**config.mk**
```make
export PLATFORM = sky130hd
export DESIGN_NAME = lsa_front
export DESIGN_NICKNAME = d
export VERILOG_FILES = /design/src/design/lsa_pkg.sv /design/src/design/lsa_front.sv
export SDC_FILE = /design/constraint.sdc
export NUM_CORES = 1
export LEC_CHECK = 0
export BUFFER_PORTS_ARGS = -buffer_cell sky130_fd_sc_hd__buf_2
export CAP_MARGIN = 10
export CORE_ASPECT_RATIO = 2
export CORE_MARGIN = 8
export CORE_UTILIZATION = 50
export CTS_BUF_LIST = sky130_fd_sc_hd__clkbuf_16
export DETAILED_ROUTE_END_ITERATION = 16
export GPL_ROUTABILITY_DRIVEN = 0
export PLACE_DENSITY = 0.77
export SYNTH_ARGS = -nofsm -noshare
export SYNTH_HDL_FRONTEND = slang
export SYNTH_SLANG_ARGS = --single-unit
```
**constraint.sdc**
```tcl
create_clock -name clk -period 11.2 [get_ports clk]
set_clock_uncertainty 0.1 [all_clocks]
set_input_delay 1.12 -clock clk [delete_from_list [all_inputs] [get_ports clk]]
set_output_delay 1.12 -clock clk [all_outputs]
set_load 0.005 [all_outputs]
```
**src/design/lsa_pkg.sv**
```systemverilog
// Shared types, constants and helper functions of the Lorentzian spectrum accumulator.
// No dependencies; imported by lsa_front, lsa_back and the top level.
`default_nettype none
package lsa_pkg;

	localparam int NUM_BINS_DEF = 128;
	localparam logic [48:0] PREF_Q64 = 49'd424752677400000;
	localparam int CFG_IDX_W = 3;
	localparam int CFG_DATA_W = 32;

	typedef enum logic [CFG_IDX_W-1:0] {
		CFG_INCIDENT = 3'd0,
		CFG_CORE_BRD = 3'd1,
		CFG_FINAL_BRD = 3'd2,
		CFG_SCALE = 3'd3,
		CFG_STEP = 3'd4
	} cfg_idx_t;

	typedef enum logic {
		CMD_ACCUM = 1'b0,
		CMD_READ = 1'b1
	} cmd_t;

	typedef struct packed {
		logic command;
		logic signed [31:0] lower_energy;
		logic signed [31:0] upper_energy;
		logic signed [31:0] weight;
		logic [6:0] bin_index;
	} item_t;

	typedef struct packed {
		logic signed [63:0] bin_sum;
		logic [31:0] loss_energy;
	} result_t;

	typedef struct packed {
		logic signed [31:0] incident_energy;
		logic [30:0] core_broadening;
		logic [30:0] final_broadening;
		logic signed [31:0] energy_scale;
		logic [30:0] bin_step;
	} cfg_t;

	// front to back request channel
	typedef struct packed {
		logic valid;
		item_t item;
	} req_t;

	function automatic logic signed [31:0] sat32(input logic signed [65:0] v);
		logic signed [31:0] r;
		if (v > 66'sh7FFFFFFF)
			r = 32'sh7FFFFFFF;
		else if (v < -66'sh80000000)
			r = -32'sh80000000;
		else
			r = v[31:0];
		return r;
	endfunction

	function automatic logic [31:0] mag32(input logic signed [31:0] v);
		logic [31:0] r;
		r = v[31] ? 32'(-v) : 32'(v);
		return r;
	endfunction

endpackage
`default_nettype wire

```
**src/design/lsa_front.sv**
```systemverilog
// Input queue: accepts requests and holds them for the back end (two entries).
// Depends on lsa_pkg.
`default_nettype none
module lsa_front import lsa_pkg::*; (
	input wire logic clk,
	input wire logic arst_n,
	input wire logic push,
	output logic full,
	input wire item_t item,
	output req_t req,
	input wire logic req_pop
);
	item_t ent_q [2];
	logic wptr_q, rptr_q;
	logic [1:0] cnt_q;
	logic do_push, do_pop;

	assign full = (cnt_q == 2'd2);
	assign do_push = push && !full;
	assign do_pop = req_pop && (cnt_q != 2'd0);
	assign req.valid = (cnt_q != 2'd0);
	assign req.item = ent_q[rptr_q];

	always_ff @(posedge clk) begin
		if (do_push)
			ent_q[wptr_q] <= item;
	end

	always_ff @(posedge clk or negedge arst_n) begin
		if (!arst_n) begin
			wptr_q <= 1'b0;
			rptr_q <= 1'b0;
			cnt_q <= 2'd0;
		end else begin
			if (do_push)
				wptr_q <= !wptr_q;
			if (do_pop)
				rptr_q <= !rptr_q;
			cnt_q <= cnt_q + 2'(do_push) - 2'(do_pop);
		end
	end
endmodule
`default_nettype wire

```
Yosys cells after proc, flatten, opt, wreduce, memory -nomap -nowiden
Memory sizes are Yosys's and may differ from the RTL's.
Index checks and enable logic that the tools add are counted.
{ "totals": {"register_bits": 4, "input_bits": 108, "word_cells": 15, "ramBits": 208, "n_memories": 1, "out_inout_bits": 106} }
{ "classes": {"n_reduce_logical": 6, "mux": 2, "add_sub_neg": 2, "n_eq_ne": 1} }
{ "mem_list": {"columns": ["name", "words", "width", "read_ports", "rd_ports_with_merged_regs", "wr", "line_no", "rtl"], "rows": [
  ["ent_q", 2, 104, 1, 0, 1, "lsa_front.sv:13", "item_t ent_q [2];"]
]} }
{ "op_table": {"columns": ["op", "count"], "rows": [
  ["$logic_not 1->1", 3],
  ["$add 2x1->2", 1],
  ["$eq 2x2->1 const B", 1],
  ["$logic_and 1x1->1", 2],
  ["$mux 1", 2],
  ["$reduce_bool 2->1", 1],
  ["$sub 2x1->2", 1]
]} }

Longest topological paths before layout
{ "depth": {"ltp_word": 5, "mapped_depth": 7, "depth_no_buf": 7} }

Worst setup path after synthesis
Ideal clock, no wire load.
{ "synth_timing": {"kind": "in2reg", "startpoint": "in push", "endpoint": "mem ent_q[0][0] (netlist name), enable pin", "stages": 2, "setup_slack_ns": 4.991, "t_required_ns": 10.532, "path_buffers": 0, "setup_ns": 0.568, "t_arrival_ns": 5.541, "cell_sequence": "nand2_1 > nor2_1"} }
{ "synth_between": {"elab_chain_cells": 3} }
{ "synth_lines": {"columns": ["item", "line_no", "rtl"], "rows": [
  ["start: declaration", "lsa_front.sv:7", "input wire logic push,"],
  ["$logic_and 1x1->1", "lsa_front.sv:19", "assign do_push = push && !full;"],
  ["$mux 1", "lsa_front.sv:25", "if (do_push)"],
  ["$mux 1 (implied by the code)", "lsa_front.sv:26", "ent_q[wptr_q] <= item;"],
  ["end: declaration", "lsa_front.sv:13", null]
]} }
Every way passes these cells.

==> metrics.txt <==
status complete, no violations; Worst IR Drop VDD 204 uV; cts hold-fix bufs 0; Die H 194 microns; startpoint types flop; WHS between 0.3 and 0.4 ns; CTS Root Cell clkbuf_16; top cell type's share of synthesized area 78.5%; class of the worst hold path in -> async; Util after Layout between 60% and 70%; Switching Share between 20% and 30%; unrepaired setup endpoints after global routing false; CP Max Fanout 56; Longest Clk Path Bufs 3; Setup crit end kind output port; CTS tree yes; most frequent cells in the layout buf_2 (213), edfxtp_1 (208), mux2_2 (54); critical path cell sequence buf_4 -> mux2_2 -> buf_2; first-pass GRT wire length between 20000 and 25000 microns; Post-CTS Setup Repair Bufs 0; Initial Util between 50% and 60%; design area just under 0.01 sq mm; Worst path slowest cell dfrtp_4; I/O Pins roughly 210; top post-synthesis cells by area edfxtp_1 (79%), mux2_4 (9.4%), mux2_2 (7.6%); DP HPWL roughly 11000 microns; post-CTS sizing 0; row cnt 65; Comb power frac between 20 and 30%; DRC 0; grt ovf 0; gr usage total 15.3%; area grow syn2layout 22.2%; Num Clock Sinks 212; Avg WL per Cell a little over 20 microns; Worst Path Arrival 2.79 ns; Post-Syn Instances 342; Req. time, crit path about 10 ns; initial drt markers around 130; Ys Warns 0; Pwr Density 250 mW/mm^2; Area after DPL between 0.009 and 0.01 sq mm; PortBufs between 200 and 250; FMAX around 0.25 GHz; switching power summed over all nets ~0.66 mW; DR pass1 iterations 4; CTS clk-pin slew, worst paths 0.07 ns; Num CTS Buffers 18; Core Area around 0.016 sq mm; Fillers around 1100; top cell type by total area after synthesis edfxtp_1; Final Total Pwr between 2 and 2.5 mW; Reg2Reg Setup Slack slightly above 8 ns; vias in the first global route around 4500; Worst R2R Path Depth 4; most common cell after layout, fill and taps aside buf_2; pin count of the biggest net entering global routing 66; Post-Syn Area per Cell 23.3 sq um; Hold Vio Cnt, Final 0; part of the power in the clock network roughly a quarter; Seq cells post-synth ~210; Synth Cell Area about 0.0080 sq mm; final WL between 15000 and 20000 microns; worst-skew pair later-pin latency 0.47 ns; Max Slew Vio Count 0; H-tree depth 1; Die X ~110 microns; initial antenna violation count 10; Netlist cell types 18; DR vias/cell 5.02; Critical Path Max Stage Delay 0.91 ns; Routed Antenna Nets 0; final critical-path required period approximately 4 ns; Worst R2R Start cnt_q[1]; final cycle utilization of the critical path roughly 36%; Syn Nets approximately 450; DIE AREA slightly above 0.02 sq mm; Tightest Pin Transition around 1.1 ns; layout cell share with drive strength beyond 1 around three fifths; Reg-to-Reg End ent_q[0][58]; register area share after synthesis between 70% and 80%; register share of total power approximately half; Leakage ~3.8 nW; TNS Setup 0 ns; crit path kind reg -> out; Power Internal roughly 1.8 mW; Setup-failing EPs final 0; max-cap violations 0; nets ~680; Slew headroom a little under a quarter; vias 3938
power by group through the flow:
stage | clock, mW | combinational, mW | sequential (mW)
after global placement | 0 | 0.687 | 1.18
after global routing | 0.616 | 0.745 | 1.19
after floorplan | 0 | 0.504 | 1.15
after detailed placement | 0 | 0.704 | 1.19
final | 0.572 | 0.688 | 1.17
after CTS | 0.586 | 0.706 | 1.18
metal layers:
layer	vias up	part of all wire [%]	GRT usage, %
met5	-	0.43	0
met4	10	3.6	7.72
met3	42	7.0	5.17
met2	142	56	28.4
met1	1937	33	14.3
li1	1807	-	-
logic make-up after synthesis:
logic type,after synthesis,share of synthesized area (%)
fa+ha+maj,2,0.314
flops,212,79.8
mux,104,17.1
simple gates,6,0.409
buf+inv,14,2.00
xor+xnor,4,0.440
cell type report:
type / count / area, sq um / share of cell area, %
Clock buffer: 19 / 475 / 4.89
Inverter: 2 / 7.51 / 0.0772
Antenna cell: 5 / 12.5 / 0.129
Sequential cell: 212 / 6350 / 65.3
Multi-Input combinational cell: 116 / 1460 / 15.1
Timing Repair Buffer: 216 / 1090 / 11.2
Clock inverter: 13 / 70.1 / 0.721
Tap cell: 201 / 251 / 2.59
metrics by stage:
| step | worst slack, ns | std cells |
|---|---|---|
| 6_report | 7.19 | 784 |
| 5_1_grt | 7.05 | 784 |
| 3_3_place_gp | 7.66 | 747 |
| 3_5_place_dp | 7.55 | 747 |
| 2_1_floorplan | 4.99 | 342 |
| 4_1_cts | 7.12 | 779 |
state kept, by name (all words and copies together), names as in the netlist:
signal,cells
ent_q,208
cnt_q,2
rptr_q,1
wptr_q,1
worst max-delay path by stage:
| stage | from | endpoint | cells past startpoint |
|---|---|---|---|
| after floorplan | push | ent_q[0][0] | 2 |
| after global placement | push | ent_q[0][55] | 4 |
| after global routing | rptr_q | req[26] | 3 |
| after CTS | rptr_q | req[26] | 3 |
| after detailed placement | push | ent_q[0][57] | 4 |
| final | rptr_q | req[4] | 3 |
synth_stat cells, drive strengths merged:
| library cell | n |
|---|---|
| and2 | 1 |
| and3 | 1 |
| buf | 12 |
| dfrtp | 4 |
| edfxtp | 208 |
| ha | 2 |
| inv | 2 |
| mux2 | 104 |
| nand2 | 1 |
| nand2b | 1 |
| nor2 | 1 |
| or2 | 1 |
| xnor2 | 3 |
| xor2 | 1 |
critical path: cells and delay by family, from the launching register on:
family	cells	cell delay (ns)
flops	1	0.91
mux	1	0.42
buf+inv	2	0.94
No activity file was read; power rests on OpenSTA's default activity.
